File: src/mwcsng_pkg.sv
// types and constants shared by the nonce generator modules
`default_nettype none
package mwcsng_pkg;

  localparam int unsigned TableDepth = 16;
  localparam int unsigned IdxW       = $clog2(TableDepth);
  localparam int unsigned CntW       = IdxW + 1;

  localparam logic [31:0] SeedAOffset = 32'h5554_3DC3;
  localparam logic [31:0] SeedBOffset = 32'hAAAA_E44E;
  localparam logic [15:0] MulA        = 16'h5D7F;
  localparam logic [15:0] MulB        = 16'h8CA0;

  localparam logic ActSync = 1'b0;
  localparam logic ActNext = 1'b1;

  localparam logic RegLot = 1'b0;
  localparam logic RegSid = 1'b1;

  typedef struct packed {
    logic       action;
    logic [7:0] seed;
  } in_word_t;

  typedef struct packed {
    logic [31:0] nonce;
    logic        valid_res;
  } out_word_t;

  typedef enum logic [1:0] {
    StIdle,
    StSeed,
    StFill,
    StNext
  } state_e;

  typedef struct packed {
    logic load;
    logic step;
  } gen_ctrl_t;

  typedef struct packed {
    logic            rd_en;
    logic [IdxW-1:0] rd_addr;
    logic            wr_en;
    logic [IdxW-1:0] wr_addr;
  } tbl_ctrl_t;

endpackage
`default_nettype wire

File: src/mwc_shuffled_nonce_generator_unit.sv
// top level of the shuffled multiply-with-carry nonce generator
//
//   port group  dir  handshake            word
//   in_*        in   in_valid_i/ready_o   action, seed
//   out_*       out  out_valid_o/ready_i  nonce, valid_res
//   cfg_*       in   cfg_we_i             0 lot_number, 1 sequence_id
//
// a next word reads the table at accept; write-back and result follow in StNext
// a sync word runs the accept, one seed load, then 16 generator steps
// with each table write in the cycle after its step, through the single write port
// no clearing pass after reset; words are taken only in the idle state
// a result waiting in the output register stalls the next word in its final cycle
`default_nettype none
module mwc_shuffled_nonce_generator_unit (
  input  wire logic                  clk_i,
  input  wire logic                  rst_ni,
  input  wire logic                  in_valid_i,
  output logic                       in_ready_o,
  input  wire mwcsng_pkg::in_word_t  in_data_i,
  output logic                       out_valid_o,
  input  wire logic                  out_ready_i,
  output mwcsng_pkg::out_word_t      out_data_o,
  input  wire logic                  cfg_we_i,
  input  wire logic                  cfg_idx_i,
  input  wire logic [31:0]           cfg_data_i
);
  import mwcsng_pkg::*;

  state_e          state_q, state_d;
  logic [31:0]     lot_q, sid_q;
  logic [7:0]      seed_q;
  logic [CntW-1:0] fill_cnt_q;
  logic [IdxW-1:0] index_q;
  logic            synced_q;
  logic            out_valid_q;
  out_word_t       out_q;

  gen_ctrl_t       gen_ctrl;
  tbl_ctrl_t       tbl_ctrl;
  logic [31:0]     seed_a, seed_b;
  logic [31:0]     mix;
  logic [IdxW-1:0] idx_sum;
  logic [31:0]     rd_data;
  logic            in_acc;
  logic            out_free;
  logic            fill_last;

  assign in_acc    = in_valid_i && in_ready_o;
  assign out_free  = !out_valid_q || out_ready_i;
  assign fill_last = fill_cnt_q == CntW'(TableDepth);

  assign seed_a = 32'(lot_q[15:0]) + SeedAOffset + 32'(lot_q[31:16]) + 32'(seed_q);
  assign seed_b = 32'(sid_q[15:0]) + SeedBOffset + 32'(sid_q[31:16]);

  mwcsng_gen u_gen (
    .clk_i     (clk_i),
    .rst_ni    (rst_ni),
    .ctrl_i    (gen_ctrl),
    .seed_a_i  (seed_a),
    .seed_b_i  (seed_b),
    .mix_o     (mix),
    .idx_sum_o (idx_sum)
  );

  mwcsng_table u_table (
    .clk_i     (clk_i),
    .ctrl_i    (tbl_ctrl),
    .wr_data_i (mix),
    .rd_data_o (rd_data)
  );

  // next state
  always_comb begin
    state_d = state_q;
    case (state_q)
      StIdle: begin
        if (in_acc) begin
          state_d = (in_data_i.action == ActSync) ? StSeed : StNext;
        end
      end
      StSeed: state_d = StFill;
      StFill: begin
        if (fill_last) begin
          state_d = StIdle;
        end
      end
      StNext: begin
        if (out_free) begin
          state_d = StIdle;
        end
      end
      default: state_d = StIdle;
    endcase
  end

  // outputs
  always_comb begin
    in_ready_o       = 1'b0;
    gen_ctrl         = '0;
    tbl_ctrl         = '0;
    tbl_ctrl.rd_addr = index_q;
    tbl_ctrl.wr_addr = index_q;
    case (state_q)
      StIdle: begin
        in_ready_o = 1'b1;
        if (in_acc && in_data_i.action == ActNext && synced_q) begin
          tbl_ctrl.rd_en = 1'b1;
          gen_ctrl.step  = 1'b1;
        end
      end
      StSeed: gen_ctrl.load = 1'b1;
      StFill: begin
        gen_ctrl.step    = !fill_last;
        tbl_ctrl.wr_en   = fill_cnt_q != '0;
        tbl_ctrl.wr_addr = fill_cnt_q[IdxW-1:0] - IdxW'(1);
      end
      StNext: begin
        tbl_ctrl.wr_en = out_free && synced_q;
      end
      default: ;
    endcase
  end

  always_ff @(posedge clk_i) begin
    if (in_acc) begin
      seed_q <= in_data_i.seed;
    end
  end

  always_ff @(posedge clk_i or negedge rst_ni) begin
    if (!rst_ni) begin
      state_q     <= StIdle;
      lot_q       <= '0;
      sid_q       <= '0;
      fill_cnt_q  <= '0;
      index_q     <= '0;
      synced_q    <= 1'b0;
      out_valid_q <= 1'b0;
      out_q       <= '0;
    end else begin
      state_q <= state_d;
      if (cfg_we_i) begin
        if (cfg_idx_i == RegLot) begin
          lot_q <= cfg_data_i;
        end else begin
          sid_q <= cfg_data_i;
        end
      end
      if (out_valid_q && out_ready_i) begin
        out_valid_q <= 1'b0;
      end
      case (state_q)
        StSeed: fill_cnt_q <= '0;
        StFill: begin
          fill_cnt_q <= fill_cnt_q + CntW'(1);
          if (fill_last) begin
            index_q  <= idx_sum;
            synced_q <= 1'b1;
          end
        end
        StNext: begin
          if (out_free) begin
            out_valid_q <= 1'b1;
            if (synced_q) begin
              out_q.nonce     <= rd_data;
              out_q.valid_res <= 1'b1;
              index_q         <= rd_data[IdxW-1:0];
            end else begin
              out_q.nonce     <= '0;
              out_q.valid_res <= 1'b0;
            end
          end
        end
        default: ;
      endcase
    end
  end

  assign out_valid_o = out_valid_q;
  assign out_data_o  = out_q;

endmodule
`default_nettype wire

File: src/mwcsng_gen.sv
// pair of multiply-with-carry generator registers with seed load and step
`default_nettype none
module mwcsng_gen (
  input  wire logic                  clk_i,
  input  wire logic                  rst_ni,
  input  wire mwcsng_pkg::gen_ctrl_t ctrl_i,
  input  wire logic [31:0]           seed_a_i,
  input  wire logic [31:0]           seed_b_i,
  output logic [31:0]                mix_o,
  output logic [mwcsng_pkg::IdxW-1:0] idx_sum_o
);
  import mwcsng_pkg::*;

  logic [31:0] gen_a_q, gen_a_d;
  logic [31:0] gen_b_q, gen_b_d;
  logic [31:0] prod_a, prod_b;

  assign prod_a = 32'(gen_a_q[15:0]) * 32'(MulA);
  assign prod_b = 32'(gen_b_q[15:0]) * 32'(MulB);

  always_comb begin
    gen_a_d = gen_a_q;
    gen_b_d = gen_b_q;
    if (ctrl_i.load) begin
      gen_a_d = seed_a_i;
      gen_b_d = seed_b_i;
    end else if (ctrl_i.step) begin
      gen_a_d = {16'h0000, gen_a_q[31:16]} + prod_a;
      gen_b_d = {16'h0000, gen_b_q[31:16]} + prod_b;
    end
  end

  always_ff @(posedge clk_i or negedge rst_ni) begin
    if (!rst_ni) begin
      gen_a_q <= '0;
      gen_b_q <= '0;
    end else begin
      gen_a_q <= gen_a_d;
      gen_b_q <= gen_b_d;
    end
  end

  assign mix_o     = gen_b_q + {gen_a_q[15:0], 16'h0000};
  assign idx_sum_o = gen_a_q[IdxW-1:0] + gen_b_q[IdxW-1:0];

endmodule
`default_nettype wire

File: src/mwcsng_table.sv
// shuffle table memory, one write and one registered read per cycle
`default_nettype none
module mwcsng_table (
  input  wire logic                  clk_i,
  input  wire mwcsng_pkg::tbl_ctrl_t ctrl_i,
  input  wire logic [31:0]           wr_data_i,
  output logic [31:0]                rd_data_o
);
  import mwcsng_pkg::*;

  logic [31:0] mem [TableDepth];
  logic [31:0] rd_data_q;

  always_ff @(posedge clk_i) begin
    if (ctrl_i.wr_en) begin
      mem[ctrl_i.wr_addr] <= wr_data_i;
    end
    if (ctrl_i.rd_en) begin
      rd_data_q <= mem[ctrl_i.rd_addr];
    end
  end

  assign rd_data_o = rd_data_q;

endmodule
`default_nettype wire
File: config.mk
export PLATFORM = sky130hd
export DESIGN_NAME = mwc_shuffled_nonce_generator_unit
export DESIGN_NICKNAME = d
export VERILOG_FILES = /design/src/mwcsng_pkg.sv /design/src/mwc_shuffled_nonce_generator_unit.sv /design/src/mwcsng_gen.sv /design/src/mwcsng_table.sv
export SDC_FILE = /design/constraint.sdc
export NUM_CORES = 1
export LEC_CHECK = 0
export BUFFER_PORTS_ARGS = -buffer_cell sky130_fd_sc_hd__buf_4
export CORE_MARGIN = 5
export CORE_UTILIZATION = 63
export DETAILED_ROUTE_END_ITERATION = 6
export PLACE_DENSITY = 0.83
export SLEW_MARGIN = 20
export SYNTH_ARGS = -nofsm -noshare
export SYNTH_HDL_FRONTEND = slang
export SYNTH_SLANG_ARGS = --single-unit
File: constraint.sdc
create_clock -name clk_i -period 16.16 [get_ports clk_i]
set_input_delay 2.424 -clock clk_i [delete_from_list [all_inputs] [get_ports clk_i]]
set_output_delay 2.424 -clock clk_i [all_outputs]
set_load 0.01 [all_outputs]
==> summary.md <==
The worst register-to-register path begins at u_gen.gen_a_q[1]. The run gives 0 as the total of cells resized after clock tree synthesis. By area, the combinational part of the netlist is dominated by adder cells. Data arrives at the worst endpoint at 7.04 ns. For this run, the number of Yosys warnings is 0. The logs give 0 for the number of hold violations in the final report and 0 for the number of hold buffers added after cts. The flow ran to the end, and the final reports show no timing, DRC or antenna violations. The post-route netlist has 16.80% of its cells at a drive strength greater than 1.

The run gives 0.9371 as the global placer's final weighted congestion. The number of pins with negative max-slew slack in the final report was 0; the count of non-filler cells in the finished layout was 3962. The antenna violation net count after detailed routing was 0. The maximum frequency from static timing analysis is 152.8 MHz. The number of design rule violations left after detail routing came out at 0.

The number of placed instances, taps included, is 3819. Summed over all layers, the global routing overflow is 0. The y dimension of the die is 263.4 um. Routed wire length per instance: 26.56 um.

At the worst endpoint, the required time is 16.66 ns. Setup violations remaining at the end of the flow were counted as 0. The tightest min-delay check is of the reg -> reg type. The net count of the finished layout is 3607. Max-cap violations in this run came to 0. CTS placed an instance of sky130_fd_sc_hd__clkbuf_16 at the clock tree root.

The sum of negative setup slack is 0 ns, and the area share of fa/ha/maj cells after synthesis is 19.31%. The most common flop cell mapped by yosys is sky130_fd_sc_hd__edfxtp_1. Synthesis produced 2927 cells. The endpoint of the worst hold path was out_data_o[21]. The final worst-path cycle share was 40.49%. The number of clock buffers added by TritonCTS is 75.

For this block, the via count after detailed routing is 25236. The synthesized netlist devotes 2.096% of its cell area to XOR and XNOR gates. Summed over all nets, the half-perimeter wirelength after detailed placement is 66310 um. For the buffer count from post-CTS setup fixing, the log shows 0. The run gives 51.72% as the sequential-to-total area share from yosys stat. The tools report the full die area as 69400 um^2.

The capture point of the worst reg-to-reg path is u_gen.gen_a_q[31]. The largest net degree at the start of global routing was 78; the H-tree depth was 3. The pre-antenna-repair detailed-routing pass consisted of 7 iterations. The worst setup path is launched from a register. 0 antenna diodes ended up in the layout. The logs give 26872 for the via count of the first global-routing pass and 162400 um for the wire length of the first global-routing pass. The average instance in the mapped netlist occupies 13.83 um^2.

The biggest fanout along the worst timing path was 10. 82 I/O pins were placed. Input and output buffers added on the ports amount to 81.

Synthesis produced a netlist with a net count of 3490. Along the worst hold path, the cell count comes to 2. The clock passes through at most 3 buffers. The category of the worst setup path capture point is a register. Yosys mapped the design onto 86 distinct sky130hd cell types. Across the routed clock network, the largest skew measured is 0.03249 ns. The cell area that synthesis handed to floorplanning was 40470 um^2.

After clock tree synthesis, the clock-pin slew on the worst setup and hold paths is 0.07 ns. The category of the critical setup timing path was reg -> reg. Multiplexer share of the synthesized area: 10.52%. The first-iteration detailed-routing DRC count is 2677.

The post-synthesis compound-gate area fraction was 6.462%; the number of sinks on the clock net was 726. The logs give 63.23% for the initial cell density of the core and 0 for the initial antenna violation count. After Yosys synthesis, and, or, nand and nor cells account for 5.340% of the synthesized area. The launching instance or port of the critical path was u_gen.gen_a_q[1]. The run gives 93 as the placement row count.

The aggregate global-route resource usage was 30.69%. The fraction of registers with async set or reset after synthesis was 23.97%. Standard cell core area: 64000 um^2. The worst register-to-register path has a depth of 20. The worst register-to-register path has a setup slack of 9.62 ns. Setup repair after global routing left no endpoint under its margin. The clock period minus final worst setup slack is 6.543 ns, and the transition at the pin with the smallest max-transition slack is 1.071 ns.

The worst pin sits at a relative slew slack of 28.60%. The hold path startpoint was out_data_o[21]. The number of register bits inferred by synthesis works out to 726. After detailed routing, the number of vias per cell comes to 6.370.

For this block, the routed nets add up to 105200 um of wire. Counting flops with a built-in enable in the synthesized netlist gives 552. TritonCTS built the clock tree. The die is 263.4 um wide.

The clock latency at the later pin of the worst-skew pair is 0.63 ns, and the growth of design area from synthesis to finish is 11.32%.
==> critical path, stage by stage (launching register included) <==
cell	delay [ns]
sky130_fd_sc_hd__dfrtp_1	0.62
sky130_fd_sc_hd__inv_1	0.25
sky130_fd_sc_hd__fa_1	0.52
sky130_fd_sc_hd__fa_1	0.51
sky130_fd_sc_hd__inv_1	0.04
sky130_fd_sc_hd__ha_1	0.22
sky130_fd_sc_hd__fa_1	0.50
sky130_fd_sc_hd__fa_1	0.50
sky130_fd_sc_hd__inv_1	0.06
sky130_fd_sc_hd__fa_1	0.53
sky130_fd_sc_hd__inv_1	0.04
sky130_fd_sc_hd__ha_1	0.33
sky130_fd_sc_hd__a211oi_1	0.33
sky130_fd_sc_hd__o21ai_1	0.13
sky130_fd_sc_hd__a21oi_1	0.28
sky130_fd_sc_hd__o31ai_1	0.19
sky130_fd_sc_hd__a21oi_1	0.50
sky130_fd_sc_hd__o21ai_1	0.20
sky130_fd_sc_hd__a211o_1	0.35
sky130_fd_sc_hd__mux2i_1	0.18
sky130_fd_sc_hd__o211ai_1	0.12
==> cell usage after synthesis (5+ instances only) <==
cell                       number  area share, %
sky130_fd_sc_hd__a211o_1        5           0.11
sky130_fd_sc_hd__a211oi_1      18           0.33
sky130_fd_sc_hd__a21o_1        36           0.67
sky130_fd_sc_hd__a21oi_1      108            1.3
sky130_fd_sc_hd__a31oi_1       14           0.22
sky130_fd_sc_hd__and3_1        17           0.26
sky130_fd_sc_hd__buf_1         19           0.18
sky130_fd_sc_hd__clkbuf_1      64           0.59
sky130_fd_sc_hd__dfrtp_1      174             11
sky130_fd_sc_hd__edfxtp_1     552             41
sky130_fd_sc_hd__fa_1         181            9.0
sky130_fd_sc_hd__ha_1         335             10
sky130_fd_sc_hd__inv_1        401            3.7
sky130_fd_sc_hd__mux2_2        49            1.4
sky130_fd_sc_hd__mux2i_1       10           0.25
sky130_fd_sc_hd__mux4_2       160            8.9
sky130_fd_sc_hd__nand2_1      190            1.8
sky130_fd_sc_hd__nand2b_1      13           0.20
sky130_fd_sc_hd__nand3_1       27           0.33
sky130_fd_sc_hd__nor2_1       114            1.1
sky130_fd_sc_hd__nor2b_1       19           0.29
sky130_fd_sc_hd__nor3_1        36           0.45
sky130_fd_sc_hd__nor3b_1        5          0.093
sky130_fd_sc_hd__o211ai_1       7           0.13
sky130_fd_sc_hd__o21a_1        10           0.19
sky130_fd_sc_hd__o21ai_0      132            1.6
sky130_fd_sc_hd__o21ai_1       10           0.12
sky130_fd_sc_hd__o21bai_1       6           0.11
sky130_fd_sc_hd__o22ai_1        8           0.12
sky130_fd_sc_hd__o31ai_1       10           0.19
sky130_fd_sc_hd__or2_2         10           0.15
sky130_fd_sc_hd__or3_1         10           0.15
sky130_fd_sc_hd__xnor2_1       57            1.2
sky130_fd_sc_hd__xor2_1        38           0.82
==> area by class of cell <==
| type | count | area [um^2] |
|---|---|---|
| clock buffer | 93 | 2007 |
| fill | 4012 | 18950 |
| multi-input combinational | 1713 | 17870 |
| tap | 855 | 1070 |
| inverter | 402 | 1509 |
| sequential | 726 | 20940 |
| timing repair buffer | 126 | 972.2 |
| clock inverter | 47 | 678.2 |
==> metal layers <==
metal	global-route usage (%)	routed length, um	up-vias
met5	0	0	-
li1	-	-	10760
met2	53.50	54080	1439
met1	39.04	38060	12726
met3	4.654	8034	311
met4	12.32	5038	0
==> registers in the layout (all words and copies together) (netlist names) <==
signal	cells
fill_cnt_q	5
out_valid_o	1
u_gen.gen_a_q	32
seed_q	8
sid_q	32
u_table.rd_data_o	32
lot_q	32
index_q	4
out_data_o	33
synced_q	1
u_table.mem	512
state_q	2
u_gen.gen_b_q	32
==> cell families after synthesis <==
kind of cell    count (synthesis)
flops                         726
fa+ha+maj                     516
buf+inv                       488
simple gates                  466
compound gates                416
mux                           219
xor+xnor                       96
==> placed cells by master (no fill, tap or decap), drive strengths merged, types with 5 or more instances in the layout <==
master / netlist / final
nor2b: 19 / 19
dfrtp: 174 / 174
bufinv: 0 / 14
o21ai: 142 / 142
o21bai: 6 / 6
nand4: 6 / 6
a2111oi: 5 / 5
a21oi: 109 / 109
a31oi: 14 / 14
a21o: 38 / 38
nand2b: 13 / 13
edfxtp: 552 / 552
o211ai: 7 / 7
clkinv: 1 / 28
nor2: 114 / 114
mux4: 160 / 160
nand2: 190 / 190
mux2i: 10 / 10
o31ai: 12 / 12
a211o: 5 / 5
inv: 401 / 404
a211oi: 22 / 22
fa: 181 / 181
xor2: 39 / 39
and3: 17 / 17
nor3: 37 / 37
buf: 21 / 125
nand3: 27 / 27
ha: 335 / 335
o21a: 11 / 11
o22ai: 8 / 8
or3: 11 / 11
or2: 10 / 10
xnor2: 57 / 57
mux2: 49 / 49
a21boi: 5 / 5
nor4: 6 / 6
clkbuf: 65 / 94
nor3b: 6 / 6
==> metrics by stage <==
stage	cell area, um^2	worst slack, ns	hold slack (ns)	util (%)
after global routing	45050	9.243	0.5175	70.39
after CTS	44970	9.666	0.4898	70.27
after global placement	42280	9.829	0.4627	66.06
after floorplan	40470	10.41	0.4538	-
final	45050	9.617	0.4826	70.39
after detailed placement	42290	9.705	0.4658	66.08
==> worst max path at each step <==
stage	end	slack, ns
2_1_floorplan	u_gen.gen_a_q[31]	10.41
3_3_place_gp	u_gen.gen_a_q[31]	9.83
3_5_place_dp	u_gen.gen_a_q[31]	9.71
4_1_cts	u_gen.gen_a_q[31]	9.67
5_1_grt	u_gen.gen_a_q[31]	9.24
6_report	u_gen.gen_a_q[31]	9.62
Power is left out: the tool's default activity adds up to more than one toggle a clock period on the data nets, which glitch-free logic cannot reach.
